<file path="src/hw/rtl/fat_cluster_chain_allocator_macros.svh">
// Assertion macros shared by the FAT cluster chain allocator RTL.
`ifndef FAT_CLUSTER_CHAIN_ALLOCATOR_MACROS_SVH
`define FAT_CLUSTER_CHAIN_ALLOCATOR_MACROS_SVH

// Same-cycle implication, checked on every rising edge outside reset.
`define FCCA_ASSERT_NOW(lbl, ante, cons) \
  lbl: assert property (@(posedge clk_i) disable iff (!rst_ni) (ante) |-> (cons)) \
    else $error("fcca assertion failed");

// Next-cycle implication, checked on every rising edge outside reset.
`define FCCA_ASSERT_NEXT(lbl, ante, cons) \
  lbl: assert property (@(posedge clk_i) disable iff (!rst_ni) (ante) |=> (cons)) \
    else $error("fcca assertion failed");

`endif

</file>
<file path="src/hw/rtl/fcca_pkg.sv">
// Types and constants of the FAT cluster chain allocator.
`default_nettype none

package fcca_pkg;

  // Widest address the 13-bit entry count can reach.
  localparam int ADDR_W    = 13;
  localparam int ADDR_SPAN = 2 ** ADDR_W;

  // Operation codes.
  localparam logic [2:0] OP_INIT  = 3'd0;
  localparam logic [2:0] OP_ALLOC = 3'd1;
  localparam logic [2:0] OP_LINK  = 3'd2;
  localparam logic [2:0] OP_END   = 3'd3;
  localparam logic [2:0] OP_READ  = 3'd4;

  // Status codes.
  localparam logic [1:0] STATUS_OK    = 2'd0;
  localparam logic [1:0] STATUS_FULL  = 2'd1;
  localparam logic [1:0] STATUS_RANGE = 2'd2;

  // Configuration register indexes.
  localparam logic [1:0] CFG_ENTRY_COUNT = 2'd0;
  localparam logic [1:0] CFG_MEDIA_CODE  = 2'd1;
  localparam logic [1:0] CFG_ROOT_INDEX  = 2'd2;

  // Table entry values.
  localparam logic [31:0] CHAIN_END  = 32'h0FFF_FFFF;
  localparam logic [31:0] MEDIA_HIGH = 32'hFFFF_FF00;

  typedef struct packed {
    logic [2:0]  operation;
    logic [11:0] entry_index;
    logic [11:0] next_cluster;
  } req_t;

  typedef struct packed {
    logic [11:0] cluster;
    logic [31:0] entry_value;
    logic [1:0]  status;
  } res_t;

  typedef struct packed {
    logic [12:0] entry_count;
    logic [7:0]  media_code;
    logic [11:0] root_index;
  } cfg_t;

  // One write port and one read port of the table memory.
  typedef struct packed {
    logic              we;
    logic [ADDR_W-1:0] waddr;
    logic [31:0]       wdata;
    logic              re;
    logic [ADDR_W-1:0] raddr;
  } mem_req_t;

endpackage

`default_nettype wire

</file>
<file path="src/hw/rtl/fcca_ctrl.sv">
// Sequencer of the allocator: clearing sweep, allocation scan and entry access.
`default_nettype none

module fcca_ctrl import fcca_pkg::*; #(
  parameter int DEPTH = 4096,
  parameter int AW    = 12
) (
  input  wire logic        clk_i,
  input  wire logic        rst_ni,
  input  wire cfg_t        cfg_i,
  input  wire logic        req_valid_i,
  input  wire req_t        req_i,
  output logic             busy_o,
  output logic             res_valid_o,
  input  wire logic        res_ready_i,
  output res_t             res_o,
  output mem_req_t         mem_req_o,
  input  wire logic [31:0] mem_rdata_i
);

  typedef enum logic [4:0] {
    S_IDLE  = 5'b00001,
    S_CLEAR = 5'b00010,
    S_SCAN  = 5'b00100,
    S_READ  = 5'b01000,
    S_DONE  = 5'b10000
  } state_e;

  localparam logic [13:0]   DEPTH_C = 14'(DEPTH);
  localparam logic [AW-1:0] LAST_C  = AW'(DEPTH - 1);

  state_e            state_q, state_d;
  logic [AW-1:0]     sweep_q, sweep_d;
  logic              init_q, init_d;
  logic [12:0]       hint_q, hint_d;
  logic [12:0]       iss_q, iss_d;
  logic [12:0]       chk_addr_q, chk_addr_d;
  logic              chk_valid_q, chk_valid_d;
  res_t              res_q, res_d;

  logic [12:0]       live;
  logic              root_ok;
  logic [31:0]       sweep_val;

  // Entries in use: the configured count, capped at the table depth.
  assign live = ({1'b0, cfg_i.entry_count} > DEPTH_C) ? DEPTH_C[12:0] : cfg_i.entry_count;
  assign root_ok = ({1'b0, cfg_i.root_index} < live);

  // Value that the sweep leaves in the current entry; later writes of init win.
  always_comb begin
    sweep_val = '0;
    if (init_q) begin
      if (root_ok && sweep_q == AW'(cfg_i.root_index)) begin
        sweep_val = CHAIN_END;
      end else if (live > 13'd1 && sweep_q == AW'(1)) begin
        sweep_val = CHAIN_END;
      end else if (live != '0 && sweep_q == '0) begin
        sweep_val = MEDIA_HIGH | {24'd0, cfg_i.media_code};
      end
    end
  end

  // Next-state logic and memory requests.
  always_comb begin
    state_d     = state_q;
    sweep_d     = sweep_q;
    init_d      = init_q;
    hint_d      = hint_q;
    iss_d       = iss_q;
    chk_addr_d  = chk_addr_q;
    chk_valid_d = chk_valid_q;
    res_d       = res_q;
    mem_req_o   = '0;

    case (state_q)
      S_IDLE: begin
        if (req_valid_i) begin
          res_d   = '0;
          state_d = S_DONE;
          case (req_i.operation)
            OP_INIT: begin
              sweep_d = '0;
              init_d  = 1'b1;
              state_d = S_CLEAR;
            end
            OP_ALLOC: begin
              if (hint_q < live) begin
                mem_req_o.re    = 1'b1;
                mem_req_o.raddr = hint_q;
                chk_valid_d     = 1'b1;
                chk_addr_d      = hint_q;
                iss_d           = hint_q + 13'd1;
                state_d         = S_SCAN;
              end else begin
                res_d.status = STATUS_FULL;
              end
            end
            OP_LINK, OP_END, OP_READ: begin
              if ({1'b0, req_i.entry_index} >= live) begin
                res_d.status = STATUS_RANGE;
              end else if (req_i.operation == OP_READ) begin
                mem_req_o.re    = 1'b1;
                mem_req_o.raddr = {1'b0, req_i.entry_index};
                state_d         = S_READ;
              end else begin
                mem_req_o.we    = 1'b1;
                mem_req_o.waddr = {1'b0, req_i.entry_index};
                mem_req_o.wdata = (req_i.operation == OP_LINK) ?
                                  {20'd0, req_i.next_cluster} : CHAIN_END;
              end
            end
            default: begin
              res_d = '0;
            end
          endcase
        end
      end

      // One entry per cycle; after reset the sweep only clears.
      S_CLEAR: begin
        mem_req_o.we    = 1'b1;
        mem_req_o.waddr = ADDR_W'(sweep_q);
        mem_req_o.wdata = sweep_val;
        sweep_d         = sweep_q + AW'(1);
        if (sweep_q == LAST_C) begin
          if (init_q) begin
            hint_d  = {1'b0, cfg_i.root_index} + 13'd1;
            state_d = S_DONE;
          end else begin
            state_d = S_IDLE;
          end
          init_d = 1'b0;
        end
      end

      // Reads go out one per cycle; each returning word is checked in the cycle after its read.
      S_SCAN: begin
        if (chk_valid_q && mem_rdata_i == '0) begin
          mem_req_o.we    = 1'b1;
          mem_req_o.waddr = chk_addr_q;
          mem_req_o.wdata = CHAIN_END;
          hint_d          = chk_addr_q + 13'd1;
          res_d.cluster   = chk_addr_q[11:0];
          res_d.status    = STATUS_OK;
          chk_valid_d     = 1'b0;
          state_d         = S_DONE;
        end else if (iss_q < live) begin
          mem_req_o.re    = 1'b1;
          mem_req_o.raddr = iss_q;
          chk_valid_d     = 1'b1;
          chk_addr_d      = iss_q;
          iss_d           = iss_q + 13'd1;
        end else begin
          chk_valid_d = 1'b0;
          if (!chk_valid_q) begin
            res_d.status = STATUS_FULL;
            state_d      = S_DONE;
          end
        end
      end

      S_READ: begin
        res_d.entry_value = mem_rdata_i;
        state_d           = S_DONE;
      end

      S_DONE: begin
        if (res_ready_i) begin
          state_d = S_IDLE;
        end
      end

      default: begin
        state_d = S_IDLE;
      end
    endcase
  end

  // Control state; reset starts the clearing sweep.
  always_ff @(posedge clk_i or negedge rst_ni) begin
    if (!rst_ni) begin
      state_q     <= S_CLEAR;
      sweep_q     <= '0;
      init_q      <= 1'b0;
      hint_q      <= 13'd3;
      chk_valid_q <= 1'b0;
    end else begin
      state_q     <= state_d;
      sweep_q     <= sweep_d;
      init_q      <= init_d;
      hint_q      <= hint_d;
      chk_valid_q <= chk_valid_d;
    end
  end

  // Scan addresses and the result word.
  always_ff @(posedge clk_i) begin
    iss_q      <= iss_d;
    chk_addr_q <= chk_addr_d;
    res_q      <= res_d;
  end

  assign busy_o      = (state_q != S_IDLE);
  assign res_valid_o = (state_q == S_DONE);
  assign res_o       = res_q;

endmodule

`default_nettype wire
</file>
<file path="config.mk">
export PLATFORM = sky130hd
export DESIGN_NAME = fcca_ctrl
export DESIGN_NICKNAME = d
export VERILOG_FILES = /design/src/hw/rtl/fat_cluster_chain_allocator_macros.svh /design/src/hw/rtl/fcca_pkg.sv /design/src/hw/rtl/fcca_ctrl.sv
export SDC_FILE = /design/constraint.sdc
export NUM_CORES = 1
export LEC_CHECK = 0
export BUFFER_PORTS_ARGS = -buffer_cell sky130_fd_sc_hd__buf_4
export CAP_MARGIN = 20
export CORE_UTILIZATION = 45
export DETAILED_ROUTE_END_ITERATION = 12
export GPL_ROUTABILITY_DRIVEN = 0
export GPL_TIMING_DRIVEN = 0
export PLACE_DENSITY = 0.71
export SYNTH_ARGS = -nofsm -noshare
export SYNTH_HDL_FRONTEND = slang
export SYNTH_SLANG_ARGS = --single-unit
</file>
<file path="constraint.sdc">
create_clock -name clk_i -period 10.8 [get_ports clk_i]
set_clock_uncertainty 0.1 [all_clocks]
set_input_delay 2.16 -clock clk_i [delete_from_list [all_inputs] [get_ports clk_i]]
set_output_delay 2.16 -clock clk_i [all_outputs]
set_load 0.05 [all_outputs]
</file>
**Word level (Yosys, flattened, before mapping)**

Cells that the tools add are included.

- Register bits after elaboration: 104
- Output and inout port bits: 108
- Logic and storage cells: 138

- Add/subtract/negate cells: 5
- Magnitude comparators: 6
- Equality and inequality tests: 25
- Mux-type cells: 70
- Reductions and logical operators: 22

Operators with widths:

| operator | count |
|---|---|
| 46-bit 2-to-1 mux | 4 |
| 13-bit 2-to-1 mux | 14 |
| 46-bit one-hot mux with 3 select lines | 1 |
| 32-bit 2-to-1 mux | 4 |
| 60-bit 2-to-1 mux | 2 |
| 13-bit one-hot mux with 2 select lines | 3 |
| 32-bit one-hot mux with 2 select lines | 1 |
| 14-bit 2-to-1 mux | 4 |
| 14-bit one-hot mux with 2 select lines | 2 |
| 5-bit 2-to-1 mux | 10 |
| 12-bit one-hot mux with 2 select lines | 2 |
| 13-bit by 1-bit adder with 13-bit output, second input constant | 3 |
| 12-bit 2-to-1 mux | 3 |
| 32-bit logical NOT | 1 |
| 28-bit 2-to-1 mux | 1 |
| 13-bit less-than comparator | 2 |
| 5-bit one-hot mux with 5 select lines | 1 |
| 4-bit AND reduction | 4 |
| 5-bit one-hot mux with 3 select lines | 1 |
| 2-bit inequality test, second input constant | 7 |
| 12-bit by 1-bit adder with 13-bit output, second input constant | 1 |
| 12-bit by 13-bit >= comparator with 1-bit output | 1 |
| 13-bit by 1-bit greater-than comparator with 1-bit output, second input constant | 1 |
| 13-bit greater-than comparator, second input constant | 1 |
| other kinds (30) | 54 |

**Logic depth before layout (Yosys ltp)**

- Depth after elaboration: 9
- Depth in mapped cells: 14
- Gate-level depth less buffers: 11

**Worst setup path before layout**

OpenSTA, ideal clock, no wires.

- Path type: input to output
- Start: input cfg_i[21] (netlist name)
- End: output mem_req_o[27] (netlist name)
- Data arrival time: 6,843 ps
- Data required time: 8,540 ps
- Path slack: 1,697 ps
- Cell stages on the path: 14
- Path buffers: 3
- Cell sequence: nor4_1 -> nand3_1 -> o21ai_0 -> nand2_1 -> ha_1 -> o21ai_0 -> nor2_1 -> nor4b_1 -> a221oi_1 -> or3_1 -> clkbuf_1 -> buf_2 -> o21ai_0 -> buf_4

RTL lines:

| element | line | text |
|---|---|---|
| start: declaration | fcca_ctrl.sv:10 | `input wire cfg_t cfg_i,` |
| end: declaration | fcca_ctrl.sv:17 | `output mem_req_t mem_req_o,` |

==> flow_metrics.py <==
metrics = {
    "status": {
        "status": "finished clean",
    },
    "die": {
        "start_util_pct": 46.8,
        "die_h_um": 129,
        "coreArea_um2": 15400,
        "num_rows": 45,
        "ioPinCount": 204,
        "dieArea_um2": 16500,
        "fp.dieW_um": 129,
    },
    "timing": {
        "finalSetupTns_ps": 0,
        "finalSetupViolCount": 0,
        "hold_violations": 0,
        "holdWs_ps": 447,
        "rsz0062_at_grt": "false",
        "period_needed_ps": 9140,
        "drv_slew": 0,
        "slew_headroom_pct": 23.0,
        "finalCritPeriodShare_pct": 84.7,
        "tightest_slew_ps": 1150,
        "fmax_mhz": 109,
    },
    "power": {
        "p_leak_nw": 4.36,
        "peakVddDrop_mv": 0.107,
        "p_per_area_nw_per_um2": 172,
        "finalPower_mw": 1.61,
    },
    "min_path": {
        "min_path_type": "flip-flop to flip-flop",
        "hold_path_startpoint": "hint_q[0]$_DFFE_PN1P_",
    },
    "synth": {
        "synth_top_area_share_pct": 30.0,
        "syn_nets": 906,
        "synthArstFlopShare_pct": 30.8,
        "ys_top_cells_by_area": "edfxtp_1 (30%), dfrtp_1 (10%), ha_1 (9.0%)",
        "ys_seq_area_share_pct": 41.1,
        "synth-edff-count": 72,
        "yosys_warnings": 0,
        "ys_ff_latch": 104,
        "syn-instance-count": 758,
        "syn_avg_cell_area_um2": 9.52,
        "synth_area_um2": 7220,
        "synth_largest_area_cell": "edfxtp_1",
        "synth_cell_types": 62,
        "synth_flop_cell": "edfxtp_1",
    },
    "clock_network": {
        "ctsHoldBuffers": 0,
        "cts.sinks": 104,
        "clock-root-buffer": "clkbuf_16",
        "htreeDepth": 3,
        "cts_buffers": 9,
        "clk_pin_slew_ps": 70,
        "postCtsSetupRepairBufs": 0,
        "cts_resized": 0,
        "clockBufferDepth": 2,
        "clk_latency_ps": 370,
        "cts_tree": "built",
    },
    "worst_setup_path": {
        "worst_setup_path_start_kind": "input pin",
        "crit_top_cell": "buf_4",
        "endpoint_kind": "primary output",
        "arrival_ps": 6880,
        "worstSetupStartpoint": "cfg_i[21]",
        "slowest_delay_ps": 850,
        "critPathKind": "input pin to primary output",
        "path_buf_inv": 5,
        "path_delay_family": "simple AND/OR/NAND/NOR gates",
        "r2r-start": "state_q[1]$_DFFE_PN1P_",
        "crit_chain": "buf_4 -> nor4_1 -> nand3_1 -> o21ai_0 -> nand2_1 -> ha_1 -> nand4_1 -> nor3b_1 -> o31ai_1 -> a221oi_1 -> or3_1 -> clkbuf_1 -> buf_2 -> o21ai_1 -> buf_4 -> buf_4",
        "crit_fanout": 16,
        "cp.required_ps": 8540,
        "cp_slowest_cell": "a221oi_1",
    },
    "route": {
        "firstDrtPassIters": 7,
        "wl_per_cell_um": 20.8,
        "wl_met2_um": 11600,
        "routed.top_layer": "met4",
        "vias": 7002,
        "met1_length_um": 9920,
        "drc": 0,
        "drt_iter0_markers": 858,
        "ant_nets": 0,
        "post_drt_via_cell_ratio": 5.88,
        "wl_met3_um": 2250,
        "wl_um": 24800,
    },
    "cells_and_area": {
        "layout.nets": 1122,
        "final_cell_mix": "buf_4 (222), nand2_1 (74), edfxtp_1 (72)",
        "area_growth_pct": 29.8,
        "final_common_cell": "buf_4",
        "drive_gt1_share_pct": 27.7,
        "antenna_cells": 0,
    },
    "placement": {
        "port_buffers": 203,
        "hpwl_um": 19500,
    },
    "global_routing": {
        "grt.overflow.total": 0,
        "first_global_vias": 6525,
        "antenna_found_initial": 0,
        "grt_max_degree": 33,
        "track_usage_pct": 30.2,
        "grt_pass1_wl_um": 37100,
    },
    "job": {
        "maxCapViolations": 0,
    },
}
-- Yosys cell counts, types with 3 or more instances --
cell       count
a31oi_1        7
a221o_1       10
or2_2          7
a21oi_1       23
nand2b_1       4
a22o_1        16
xnor2_1       23
mux2_2         4
a21o_1        20
nand3_1       20
a22oi_1        3
o2111ai_1      5
ha_1          52
nor4_1        18
or3_1          5
mux2i_1        8
and3_1        23
nand2_1       74
a211oi_1       6
o22ai_1        4
and4_1         3
nor4b_1        3
o21ai_0       53
clkbuf_1      23
buf_4         18
xor2_1        13
buf_2          9
o211ai_1       5
and2_1        33
edfxtp_1      72
inv_1         27
nand4_1       18
dfstp_2        3
nor2_1        48
nor2b_1       11
dfrtp_1       29
nor3_1        25
-- routing by layer --
metal,vias to the layer above,track usage [%]
met2,383,47.8
met3,67,5.11
met1,3316,40.4
met5,-,0
met4,0,14.1
li1,3236,-
-- worst register-to-register path: cells and delay by family (launching register included) --
family,cells,cell delay [ps]
compound gates,1,150
xor+xnor,1,160
fa+ha+maj,1,200
buf+inv,3,1220
flops,1,580
simple gates,6,1460
-- flip-flops by register name (all words and copies together) (netlist names) --
| name | count |
|---|---|
| res_o | 46 |
| init_q | 1 |
| iss_q | 13 |
| sweep_q | 12 |
| chk_addr_q | 13 |
| state_q | 5 |
| hint_q | 13 |
| chk_valid_q | 1 |
-- metrics by stage --
step / area (µm²) / instances / util, % / setup slack, ps
6_report: 9360 / 1190 / 60.7 / 1660
5_1_grt: 9360 / 1190 / 60.7 / 1380
4_1_cts: 9360 / 1190 / 60.7 / 1750
3_5_place_dp: 9040 / 1174 / 58.6 / 1740
3_3_place_gp: 9000 / 1172 / 58.4 / 1440
2_1_floorplan: 7220 / 758 / - / 1700
-- power by group --
group / internal [mW] / switching (mW) / leakage [nW]
combinational: 0.210 / 0.470 / 3.09
clock: 0.206 / 0.157 / 0.159
sequential: 0.516 / 0.0497 / 1.11
total: 0.932 / 0.676 / 4.36
-- path summary, 6_finish.rpt --
path | endpoint | slack, ps | depth (start not counted)
min in group asynchronous | state_q[4]$_DFFE_PN0P_ | 1640 | 1
hold reg to reg | hint_q[0]$_DFFE_PN1P_ | 450 | 2
setup / recovery | mem_req_o[27] | 1660 | 16
hold / removal | hint_q[0]$_DFFE_PN1P_ | 450 | 2
setup reg to reg | iss_q[12]$_DFFE_PP_ | 6670 | 12
max in group asynchronous | hint_q[0]$_DFFE_PN1P_ | 8600 | 1
-- layout make-up --
class / count / area [µm²]
Fill cell: 1442 / 6060
Sequential cell: 104 / 2970
Timing Repair Buffer: 205 / 1560
Inverter: 27 / 101
Buffer: 53 / 293
Clock inverter: 7 / 98.8
Clock buffer: 9 / 225
Multi-Input combinational cell: 574 / 3850
Tap cell: 211 / 264
-- kinds of logic (layout without fill, tap and decap cells) --
logic type	after synthesis	after routing	synth area share, %
compound gates	173	173	16.3
xor+xnor	36	36	4.37
fa+ha+maj	52	52	9.02
buf+inv	80	301	5.46
flops	104	104	41.1
mux	12	12	1.73
simple gates	301	301	22.0
No activity file was read; power rests on OpenSTA's default activity.
